--- config.mk ---
export PLATFORM = sky130hd
export DESIGN_NAME = sorted_ring_neighbor_table
export DESIGN_NICKNAME = d
export VERILOG_FILES = /design/src/hdl/srnt_pkg.sv /design/src/hdl/sorted_ring_neighbor_table.sv /design/src/hdl/srnt_ram.sv /design/src/hdl/srnt_ctrl.sv
export SDC_FILE = /design/constraint.sdc
export NUM_CORES = 1
export LEC_CHECK = 0
export BUFFER_PORTS_ARGS = -buffer_cell sky130_fd_sc_hd__buf_2
export CAP_MARGIN = 20
export CORE_MARGIN = 2
export CORE_UTILIZATION = 61
export CTS_CLUSTER_DIAMETER = 40
export DETAILED_ROUTE_END_ITERATION = 6
export PLACE_DENSITY_LB_ADDON = 0.1
export SYNTH_ARGS = -nofsm -noshare
export SYNTH_HDL_FRONTEND = slang
export SYNTH_SLANG_ARGS = --single-unit
--- constraint.sdc ---
create_clock -name clk -period 19.25 [get_ports clk]
set_clock_uncertainty 0.1 [all_clocks]
set_input_delay 0.9625 -clock clk [delete_from_list [all_inputs] [get_ports clk]]
set_output_delay 0.9625 -clock clk [all_outputs]
set_load 0.02 [all_outputs]
--- src/hdl/srnt_pkg.sv ---
// srnt_pkg: types and codes shared by the sorted ring neighbour table.
// Holds the item structs for both channels and the stored entry layout.
// No dependencies.
`timescale 1ns / 1ps

package srnt_pkg;

  localparam int KEY_W    = 25;
  localparam int HANDLE_W = 16;
  localparam int OP_W     = 2;
  localparam int STATUS_W = 2;

  localparam logic [OP_W-1:0] OP_CLEAR  = 2'd0;
  localparam logic [OP_W-1:0] OP_INSERT = 2'd1;
  localparam logic [OP_W-1:0] OP_FIND   = 2'd2;

  localparam logic [STATUS_W-1:0] ST_OK    = 2'd0;
  localparam logic [STATUS_W-1:0] ST_FULL  = 2'd1;
  localparam logic [STATUS_W-1:0] ST_EMPTY = 2'd2;

  typedef struct packed {
    logic [OP_W-1:0]     op;
    logic [KEY_W-1:0]    longitude;
    logic [HANDLE_W-1:0] item_id;
  } in_item_t;

  typedef struct packed {
    logic [STATUS_W-1:0] status;
    logic [HANDLE_W-1:0] prec_id;
    logic [HANDLE_W-1:0] succ_id;
    logic                neighbors_valid;
  } out_item_t;

  typedef struct packed {
    logic [KEY_W-1:0]    key;
    logic [HANDLE_W-1:0] handle;
  } entry_t;

  localparam int ENTRY_W = $bits(entry_t);

endpackage

--- src/hdl/sorted_ring_neighbor_table.sv ---
// sorted_ring_neighbor_table: top level with the output item register.
// Depends on srnt_pkg and srnt_ctrl.
`timescale 1ns / 1ps

// Keeps up to CAPACITY handles sorted by longitude in one RAM and answers one
// item at a time. The sequencer reads one entry per cycle through the RAM's
// single read port. An insert walks down from the end of the table, shifting
// entries up as it goes until it reaches the insert place. A find walks up
// from the first entry; when the answer wraps at the first entry of a table of
// two or more it also reads the last entry for the predecessor, and a query
// beyond the last key is answered at the last entry. Clear, full, empty, unused
// codes and an insert into an empty table go straight to the response state.
// The result is then handed to the output register, which holds it while
// the next item is taken in.
module sorted_ring_neighbor_table #(
  parameter int CAPACITY = 16
) (
  input  logic                clk,
  input  logic                rst,
  input  logic                in_valid,
  output logic                in_stall,
  input  srnt_pkg::in_item_t  in_data,
  output logic                out_valid,
  input  logic                out_stall,
  output srnt_pkg::out_item_t out_data
);

  import srnt_pkg::*;

  logic      res_valid, res_take;
  out_item_t res;

  srnt_ctrl #(
    .CAPACITY(CAPACITY)
  ) u_ctrl (
    .clk      (clk),
    .rst      (rst),
    .in_valid (in_valid),
    .in_stall (in_stall),
    .in_data  (in_data),
    .res_valid(res_valid),
    .res      (res),
    .res_take (res_take)
  );

  assign res_take = res_valid && (!out_valid || !out_stall);

  always_ff @(posedge clk) begin
    if (rst) begin
      out_valid <= 1'b0;
    end else if (res_take) begin
      out_valid <= 1'b1;
    end else if (!out_stall) begin
      out_valid <= 1'b0;
    end
    if (res_take) begin
      out_data <= res;
    end
  end

endmodule

--- src/hdl/srnt_ram.sv ---
// srnt_ram: generic simple dual-port RAM, one write and one registered read.
// No dependencies.
`timescale 1ns / 1ps

module srnt_ram #(
  parameter int WIDTH = 8,
  parameter int DEPTH = 16
) (
  input  logic                                   clk,
  input  logic                                   wr_en,
  input  logic [(DEPTH > 1 ? $clog2(DEPTH) : 1)-1:0] wr_addr,
  input  logic [WIDTH-1:0]                       wr_data,
  input  logic                                   rd_en,
  input  logic [(DEPTH > 1 ? $clog2(DEPTH) : 1)-1:0] rd_addr,
  output logic [WIDTH-1:0]                       rd_data
);

  logic [WIDTH-1:0] mem [DEPTH];

  always_ff @(posedge clk) begin
    if (wr_en) begin
      mem[wr_addr] <= wr_data;
    end
    if (rd_en) begin
      rd_data <= mem[rd_addr];
    end
  end

endmodule

--- src/hdl/srnt_ctrl.sv ---
// srnt_ctrl: sequencer that walks the entry RAM for insert and find.
// Depends on srnt_pkg and srnt_ram.
`timescale 1ns / 1ps

module srnt_ctrl #(
  parameter int CAPACITY = 16
) (
  input  logic               clk,
  input  logic               rst,
  input  logic               in_valid,
  output logic               in_stall,
  input  srnt_pkg::in_item_t in_data,
  output logic               res_valid,
  output srnt_pkg::out_item_t res,
  input  logic               res_take
);

  import srnt_pkg::*;

  localparam int AW = (CAPACITY > 1) ? $clog2(CAPACITY) : 1;
  localparam int CW = $clog2(CAPACITY + 1);

  typedef enum logic [5:0] {
    S_IDLE      = 6'b000001,
    S_INS       = 6'b000010,
    S_INS_PUT   = 6'b000100,
    S_FIND      = 6'b001000,
    S_FIND_LAST = 6'b010000,
    S_RESP      = 6'b100000
  } state_t;

  state_t              state, state_next;
  logic [CW-1:0]       count, count_next;
  logic [CW-1:0]       idx, idx_next;
  logic [KEY_W-1:0]    key, key_next;
  logic [HANDLE_W-1:0] handle, handle_next;
  logic [HANDLE_W-1:0] first_handle, first_handle_next;
  logic [HANDLE_W-1:0] prev_handle, prev_handle_next;
  out_item_t           res_next;

  logic                wr_en, rd_en;
  logic [AW-1:0]       wr_addr, rd_addr;
  entry_t              wr_data, rd_data;
  logic [CW-1:0]       count_m1, idx_m1, idx_m2, idx_p1;

  srnt_ram #(
    .WIDTH(ENTRY_W),
    .DEPTH(CAPACITY)
  ) u_ram (
    .clk    (clk),
    .wr_en  (wr_en),
    .wr_addr(wr_addr),
    .wr_data(wr_data),
    .rd_en  (rd_en),
    .rd_addr(rd_addr),
    .rd_data(rd_data)
  );

  assign in_stall  = (state != S_IDLE);
  assign res_valid = (state == S_RESP);
  assign count_m1  = count - CW'(1);
  assign idx_m1    = idx - CW'(1);
  assign idx_m2    = idx_m1 - CW'(1);
  assign idx_p1    = idx + CW'(1);

  always_comb begin
    state_next        = state;
    count_next        = count;
    idx_next          = idx;
    key_next          = key;
    handle_next       = handle;
    first_handle_next = first_handle;
    prev_handle_next  = prev_handle;
    res_next          = res;
    wr_en             = 1'b0;
    wr_addr           = idx[AW-1:0];
    wr_data           = '{key: key, handle: handle};
    rd_en             = 1'b0;
    rd_addr           = '0;
    case (state)
      S_IDLE: begin
        if (in_valid) begin
          res_next    = '0;
          key_next    = in_data.longitude;
          handle_next = in_data.item_id;
          state_next  = S_RESP;
          case (in_data.op)
            OP_CLEAR: begin
              count_next = '0;
            end
            OP_INSERT: begin
              if (count == CW'(CAPACITY)) begin
                res_next.status = ST_FULL;
              end else if (count == '0) begin
                wr_en      = 1'b1;
                wr_addr    = '0;
                wr_data    = '{key: in_data.longitude, handle: in_data.item_id};
                count_next = CW'(1);
              end else begin
                rd_en      = 1'b1;
                rd_addr    = count_m1[AW-1:0];
                idx_next   = count;
                state_next = S_INS;
              end
            end
            OP_FIND: begin
              if (count == '0) begin
                res_next.status = ST_EMPTY;
              end else begin
                rd_en      = 1'b1;
                rd_addr    = '0;
                idx_next   = '0;
                state_next = S_FIND;
              end
            end
            default: begin
            end
          endcase
        end
      end
      S_INS: begin
        // rd_data holds entry idx-1; either place the new item or shift up
        wr_en = 1'b1;
        if (key > rd_data.key) begin
          count_next = count + CW'(1);
          state_next = S_RESP;
        end else begin
          wr_data  = rd_data;
          idx_next = idx_m1;
          if (idx == CW'(1)) begin
            state_next = S_INS_PUT;
          end else begin
            rd_en   = 1'b1;
            rd_addr = idx_m2[AW-1:0];
          end
        end
      end
      S_INS_PUT: begin
        wr_en      = 1'b1;
        count_next = count + CW'(1);
        state_next = S_RESP;
      end
      S_FIND: begin
        if (idx == '0) begin
          first_handle_next = rd_data.handle;
        end
        if (rd_data.key >= key) begin
          res_next.status          = ST_OK;
          res_next.neighbors_valid = 1'b1;
          if (idx == '0) begin
            if (count == CW'(1)) begin
              res_next.prec_id = rd_data.handle;
              res_next.succ_id = rd_data.handle;
              state_next       = S_RESP;
            end else begin
              rd_en      = 1'b1;
              rd_addr    = count_m1[AW-1:0];
              state_next = S_FIND_LAST;
            end
          end else begin
            res_next.prec_id = prev_handle;
            res_next.succ_id = rd_data.handle;
            state_next       = S_RESP;
          end
        end else if (idx == count_m1) begin
          // query beyond the last key: wrap round
          res_next.status          = ST_OK;
          res_next.neighbors_valid = 1'b1;
          res_next.prec_id         = rd_data.handle;
          res_next.succ_id         = (idx == '0) ? rd_data.handle : first_handle;
          state_next               = S_RESP;
        end else begin
          prev_handle_next = rd_data.handle;
          idx_next         = idx_p1;
          rd_en            = 1'b1;
          rd_addr          = idx_p1[AW-1:0];
        end
      end
      S_FIND_LAST: begin
        res_next.prec_id = rd_data.handle;
        res_next.succ_id = first_handle;
        state_next       = S_RESP;
      end
      S_RESP: begin
        if (res_take) begin
          state_next = S_IDLE;
        end
      end
      default: begin
        state_next = S_IDLE;
      end
    endcase
  end

  always_ff @(posedge clk) begin
    if (rst) begin
      state <= S_IDLE;
      count <= '0;
    end else begin
      state <= state_next;
      count <= count_next;
    end
    idx          <= idx_next;
    key          <= key_next;
    handle       <= handle_next;
    first_handle <= first_handle_next;
    prev_handle  <= prev_handle_next;
    res          <= res_next;
  end

  a_count_bound: assert property (@(posedge clk) disable iff (rst)
    count <= CW'(CAPACITY))
    else $error("entry count beyond capacity");

  a_count_step: assert property (@(posedge clk) disable iff (rst)
    count != $past(count) |-> count == $past(count) + CW'(1) || count == '0)
    else $error("entry count moved by other than one or clear");

  a_clear: assert property (@(posedge clk) disable iff (rst)
    in_valid && !in_stall && in_data.op == OP_CLEAR |=> count == '0 && state == S_RESP)
    else $error("clear did not empty the table");

  a_nv_ok: assert property (@(posedge clk) disable iff (rst)
    res_valid && res.neighbors_valid |-> res.status == ST_OK)
    else $error("neighbours flagged with non-ok status");

endmodule
; ---- After elaboration in Yosys (flattened, before gate mapping)
; Memory sizes are Yosys's and may differ from the RTL's. A register that Yosys moved wholly into a read port is not among the register bits.
; Index checks and enable logic that the tools add are counted.
[totals]
inputBits = 47
output_inout_bits = 37
mem_count = 1
ff_bits = 160
wordCells = 157
ram_bits = 656
[op_classes]
bitwise_logic = 2
n_reduce_logical = 20
addsub = 5
n_eq_ne = 29
muxes = 82
n_lt_le_gt_ge = 2
[mem_list]
columns = memory, words, word_bits, read_ports, rd_ports_with_merged_regs, write_ports, line_no
row1 = u_ctrl.u_ram.mem, 16, 41, 1, 1, 1, srnt_ram.sv:18  ; logic [WIDTH-1:0] mem [DEPTH];
[ops]
columns = operator, count
row1 = two-way mux 41 bit, 5
row2 = two-way mux 35 bit, 3
row3 = case mux 32 bit (3 select lines), 1
row4 = case mux 41 bit (2 select lines), 1
row5 = two-way mux 6 bit, 11
row6 = two-way mux 32 bit, 2
row7 = two-way mux 4 bit, 15
row8 = two-way mux 5 bit, 11
row9 = case mux 5 bit (3 select lines), 2
row10 = case mux 6 bit (5 select lines), 1
row11 = greater-or-equal comparator 25 bit, 1
row12 = greater-than comparator 25 bit, 1
row13 = case mux 5 bit (2 select lines), 2
row14 = two-way mux 1 bit, 18
row15 = two-way mux 16 bit, 1
row16 = "!= test 3 bit, second input constant", 5
row17 = case mux 4 bit (3 select lines), 1
row18 = case mux 6 bit (2 select lines), 1
row19 = "adder 5 x 1 -> 5 bit, second input constant", 2
row20 = "equality test 5 x 1 -> 1 bit, second input constant", 2
row21 = logical NOT 5 bit, 2
row22 = "subtractor 5 x 1 -> 5 bit, second input constant", 2
row23 = AND reduction 9 bit, 1
row24 = nonzero test 3 bit, 3
row25 = other kinds (32), 46

; ---- Logic depth before layout (Yosys ltp)
[depth]
depth_word = 8
mapped_depth = 18
mapped_depth_nobuf = 14

; ---- By module
; Synthesis repeated with hierarchy kept, for this count alone.
[unflattened]
cells_unflattened = 1703
area_unflattened_um2 = 33752.4
[by_module_without_submodules]
columns = mod, cells_per_inst, area_each_um2, instances, seq_area_each_um2
row1 = srnt_ram, 1066, 25779.7, 1, 20930.1
row2 = srnt_ctrl, 598, 6885.4, 1, 3613.5
row3 = sorted_ring_neighbor_table, 39, 1087.3, 1, 1071.0

; ---- Worst setup path after synthesis
; Ideal clock, no wire load.
[synth_timing]
kind = reg-to-reg
startpoint = register u_ctrl.count[0]
endpoint = memory u_ctrl.u_ram.mem[4][0] (netlist name), enable pin
arrival_time_ns = 6.114
setup_ns = 0.541
path_stages_with_launch = 12
synth_period_minus_slack_ns = 6.755
path_slack_ns = 12.495
path_buffers = 3
required_ns = 18.609
path_cell_list = dfxtp_1 > clkbuf_1 > inv_1 > ha_1 > or3b_1 > clkbuf_1 > nor2_1 > nand2_1 > nor2_1 > clkbuf_1 > nor2_1 > nor4_1
[synth_between]
elab_chain_len = 8
word_cells_on_any_way = 14
cone_classes = eq/ne: 1 / mux: 12 / reduce/logical: 1
[synth_rtl]
columns = element, line_no
row1 = "start, declared", srnt_ctrl.sv:33  ; logic [CW-1:0] count, count_next;
row2 = "start signal, assigned", srnt_ctrl.sv:201  ; count <= count_next;
row3 = logical NOT 5 bit, srnt_ctrl.sv:94  ; end else if (count == '0) begin
row4 = two-way mux 1 bit, srnt_ctrl.sv:94
row5 = two-way mux 1 bit, srnt_ctrl.sv:92  ; if (count == CW'(CAPACITY)) begin
row6 = two-way mux 1 bit, srnt_ctrl.sv:87  ; case (in_data.op)
row7 = two-way mux 1 bit, srnt_ctrl.sv:82  ; if (in_valid) begin
row8 = case mux 1 bit (2 select lines), srnt_ctrl.sv:80  ; case (state)
row9 = two-way mux 1 bit, srnt_ram.sv:21  ; if (wr_en) begin
row10 = two-way mux 1 bit (implied by the code), srnt_ram.sv:22  ; mem[wr_addr] <= wr_data;
row11 = "end, declared", srnt_ram.sv:18
; Parallel ways exist; a longest one is shown, timed or not.

; ---- Worst setup path after layout
[layout_timing]
startpoint = register u_ctrl.u_ram.rd_data[19], read port of u_ctrl.u_ram.mem
endpoint = register u_ctrl.u_ram.rd_data[18], read port of u_ctrl.u_ram.mem (data pin)
[layout_between]
elab_chain_len = 3
word_cells_on_any_way = 8
cone_classes = order compare: 2 / mux: 6
[layout_rtl]
columns = element, line_no
row1 = "start, declared", srnt_ram.sv:15  ; output logic [WIDTH-1:0] rd_data
row2 = greater-or-equal comparator 25 bit / greater-than comparator 25 bit (equally long branches), "srnt_ctrl.sv:147, srnt_ctrl.sv:124"
row3 = two-way mux 4 bit (tied with other cells), srnt_ctrl.sv:147  ; if (rd_data.key >= key) begin
row4 = case mux 4 bit (3 select lines) / case mux 1 bit (3 select lines) (equally long branches), srnt_ctrl.sv:80
; Parallel ways exist; a longest one is shown, timed or not.
; A chain may end at the register's enable or synchronous reset.

==> qor.json <==
{
  "path_buf_inv": 3,
  "synth_enable_flop_cells": 845,
  "power-per-cell-area_mw_per_mm2": 110.5,
  "regToRegSetupSlack_ns": 13.27,
  "mostFrequentLayoutCell": "sky130_fd_sc_hd__edfxtp_1",
  "syn2layout_area_growth_pct": 14.04,
  "synth.distinct_cells": 71,
  "cts_repair_resize_count": 0,
  "worst_min_delay_path_startpoint": "u_ctrl.res[10]$_DFFE_PP_",
  "syn-cell-area_sq_mm": 0.03474,
  "fin_tns_setup_ns": 0,
  "cpLargestDelayFamily": "compound AO/OA/AOI/OAI gates",
  "drt_first_pass_iters": 7,
  "gpl.final_weighted_congestion": 0.8482,
  "synth.ff_latch_count": 857,
  "timing.rr.start": "u_ctrl.u_ram.rd_data[19]$_DFFE_PP_",
  "largest_net_degree_at_the_start_of_global_routing": 76,
  "synth_area_leaders": "sky130_fd_sc_hd__edfxtp_1 73%, sky130_fd_sc_hd__mux2i_1 5.1%, sky130_fd_sc_hd__nand2_1 3.0%",
  "antenna_cells": 0,
  "final-setup-viol-count": 0,
  "synth_async_sr_flop_share_pct": 0,
  "grt-ovfl-total": 0,
  "yosys_most_used_dff": "sky130_fd_sc_hd__edfxtp_1",
  "floorplan.initialDensity_pct": 61.61,
  "cp.required_ns": 19.67,
  "final_period_minus_worst_setup_slack_ns": 5.976,
  "run_status": "finished with violations",
  "cp_cell_sequence": "inv_1 > ha_1 > nand4_1 > nor3_1 > a2111oi_2 > o211ai_1 > a2111oi_2 > or3b_4 > buf_4 > buf_4 > nand2_1 > a32oi_1 > and3_1 > a211o_1",
  "violations": "DRC",
  "r2r_cells": 14,
  "critical-path-max-stage-delay_ns": 0.83,
  "final_cells": 3164,
  "totalWireLength_mm": 83.68,
  "clk_transition_reported_paths_ns": 0.06,
  "worst_skew_pair.late_latency_ns": 0.66,
  "postSynthAreaPerCell_sq_um": 15.59,
  "preCtsSetupSlack_ns": 13.10,
  "hold_end": "out_data[10]$_DFFE_PP_",
  "reg2reg_to": "u_ctrl.u_ram.rd_data[18]$_DFFE_PP_",
  "syn_inst": 2229,
  "routed-via-count": 20580,
  "seq_area_frac_synth_pct": 73.73,
  "slew_viol_final": 0,
  "p_total_mw": 4.376,
  "min_path_cells": 0,
  "finalWorstSetupSlack_ns": 13.27,
  "grt_pass1_wl_mm": 125.8,
  "wl_per_cell_um": 26.45,
  "numPlacedInstances": 2963,
  "rows": 87,
  "ir_drop_mv": 0.07952,
  "crit_path_start_kind": "register",
  "netlist.area_leader.share_pct": 73.04,
  "globalRouteTotalUtil_pct": 28.64,
  "slew_headroom_pct": 29.11,
  "drc": 8,
  "slew_of_the_pin_with_the_lowest_slew_margin_ns": 1.063,
  "cts_num_sinks": 857,
  "cts_tree": "built",
  "finalHoldViolCount": 0,
  "ioPinCount": 84,
  "route.antenna.remaining_nets": 0,
  "die_w_um": 242.7,
  "max_cap_viol_count": 0,
  "place.port_buffers": 83,
  "root_cell_of_the_clock_tree": "sky130_fd_sc_hd__clkbuf_16",
  "min_period_over_period_pct": 31.05,
  "core_sq_mm": 0.05639,
  "cp.arrival_ns": 6.39,
  "leakage_nw": 14.61,
  "antenna_violations_before_repair": 0,
  "place_hpwl_mm": 42.58,
  "cts_buffers": 108,
  "ctsHoldBuffers": 0,
  "synthDominantAreaCellType": "sky130_fd_sc_hd__edfxtp_1",
  "post_cts_buffers": 0,
  "clockBufferDepth": 3,
  "detailedRoute.firstIterationViolations": 2602,
  "fp.dieArea_sq_mm": 0.05888,
  "viasPerCell": 6.505,
  "fin_nets": 2402,
  "worst-path-max-fanout": 65,
  "ys.warnings.count": 0,
  "die_height_um": 242.7,
  "hold_class": "register to register",
  "cts_max_level": 3,
  "critical_path_class": "register to register",
  "max_clock_freq_ghz": 0.1673,
  "drive_gt1_share_pct": 16.20,
  "rsz0062_at_grt": "false",
  "critical-path-slowest-cell": "sky130_fd_sc_hd__a2111oi_2",
  "critPathCaptureType": "register",
  "postSynthNetCount": 2312,
  "mostFrequentLayoutCells": "845 x sky130_fd_sc_hd__edfxtp_1, 278 x sky130_fd_sc_hd__nand2_1, 177 x sky130_fd_sc_hd__mux2i_1",
  "grt_pass1_vias": 20310
}
sequential cells by signal, summed over array words and instances, names as in the netlist:
name                  flops
u_ctrl.first_handle      16
u_ctrl.idx                5
u_ctrl.count              5
out_data                 35
u_ctrl.u_ram.mem        656
out_valid                 1
u_ctrl.res               35
u_ctrl.prev_handle       16
u_ctrl.state              6
u_ctrl.u_ram.rd_data     41
u_ctrl.handle            16
u_ctrl.key               25
through the flow:
| step | hold WS (ns) | util, % | cell area, sq um |
|---|---|---|---|
| after CTS | 0.3183 | 70.23 | 39600 |
| final | 0.3159 | 70.26 | 39620 |
| after global routing | 0.3250 | 70.26 | 39620 |
| after detailed placement | 0.3045 | 63.70 | 35920 |
| after floorplan | 0.3003 | - | 34740 |
| after global placement | 0.3017 | 63.70 | 35920 |
metal layers:
layer / share of wire (%) / GRT usage [%] / up-vias
li1: - / - / 8955
met3: 9.5 / 4.157 / 204
met2: 47 / 46.05 / 1143
met4: 3.6 / 11.39 / 0
met1: 39 / 40.07 / 10280
met5: 0 / 0 / -
power breakdown:
part / total, mW / internal [mW] / switching, mW
combinational: 0.186 / 0.0505 / 0.135
clock: 2.04 / 1.26 / 0.787
sequential: 2.15 / 2.13 / 0.0141
total: 4.38 / 3.44 / 0.937
cell type report:
class / count / area, sq um
Tap cell: 756 / 945.9
Sequential cell: 857 / 25610
Fill cell: 3692 / 16770
Clock buffer: 122 / 2796
Multi-Input combinational cell: 1144 / 8323
Inverter: 81 / 304.0
Clock inverter: 77 / 885.9
Timing Repair Buffer: 127 / 749.5
worst register-to-register path: cells and delay by family (launching register included):
kind            cells  cell delay [ns]
simple gates        5             1.37
fa+ha+maj           1             0.31
buf+inv             3             1.45
compound gates      5             2.17
flops               1             0.45
Yosys cell counts, types with 11 or more instances:
master	count
sky130_fd_sc_hd__buf_4	12
sky130_fd_sc_hd__nand4_1	11
sky130_fd_sc_hd__mux2i_1	177
sky130_fd_sc_hd__clkbuf_1	71
sky130_fd_sc_hd__inv_1	80
sky130_fd_sc_hd__dfxtp_1	12
sky130_fd_sc_hd__o21ai_0	28
sky130_fd_sc_hd__nand3_1	21
sky130_fd_sc_hd__a211o_1	31
sky130_fd_sc_hd__a222oi_1	53
sky130_fd_sc_hd__a22o_1	18
sky130_fd_sc_hd__nand2_1	279
sky130_fd_sc_hd__a221oi_1	34
sky130_fd_sc_hd__nor2_1	48
sky130_fd_sc_hd__a22oi_1	29
sky130_fd_sc_hd__buf_2	45
sky130_fd_sc_hd__a21oi_1	113
sky130_fd_sc_hd__a32oi_1	67
sky130_fd_sc_hd__ha_1	36
sky130_fd_sc_hd__nor3_1	13
sky130_fd_sc_hd__mux2_2	35
sky130_fd_sc_hd__and3_1	37
sky130_fd_sc_hd__edfxtp_1	845
cell families after synthesis:
family	Yosys count	synth area share (%)
multiplexers	214	6.364
flip-flops	857	73.73
AND/OR/NAND/NOR	443	5.672
XOR/XNOR	21	0.6339
AO/OA/AOI/OAI	430	9.346
adder cells (fa/ha/maj)	36	1.296
buffers and inverters	228	2.960
worst max-delay path by stage:
stage | start | end | slack, ns | depth (start not counted)
2_1_floorplan | u_ctrl.count[0]$_SDFFE_PP0P_ | u_ctrl.u_ram.mem[4][0]$_DFFE_PP_ | 12.49 | 11
3_3_place_gp | u_ctrl.u_ram.rd_data[22]$_DFFE_PP_ | u_ctrl.u_ram.rd_data[22]$_DFFE_PP_ | 13.33 | 15
3_5_place_dp | u_ctrl.u_ram.rd_data[19]$_DFFE_PP_ | u_ctrl.u_ram.rd_data[34]$_DFFE_PP_ | 13.10 | 15
4_1_cts | u_ctrl.u_ram.rd_data[19]$_DFFE_PP_ | u_ctrl.u_ram.rd_data[6]$_DFFE_PP_ | 13.05 | 15
5_1_grt | u_ctrl.u_ram.rd_data[20]$_DFFE_PP_ | u_ctrl.u_ram.rd_data[18]$_DFFE_PP_ | 12.93 | 14
6_report | u_ctrl.u_ram.rd_data[19]$_DFFE_PP_ | u_ctrl.u_ram.rd_data[18]$_DFFE_PP_ | 13.27 | 14
(Power assumes the default switching activity.)
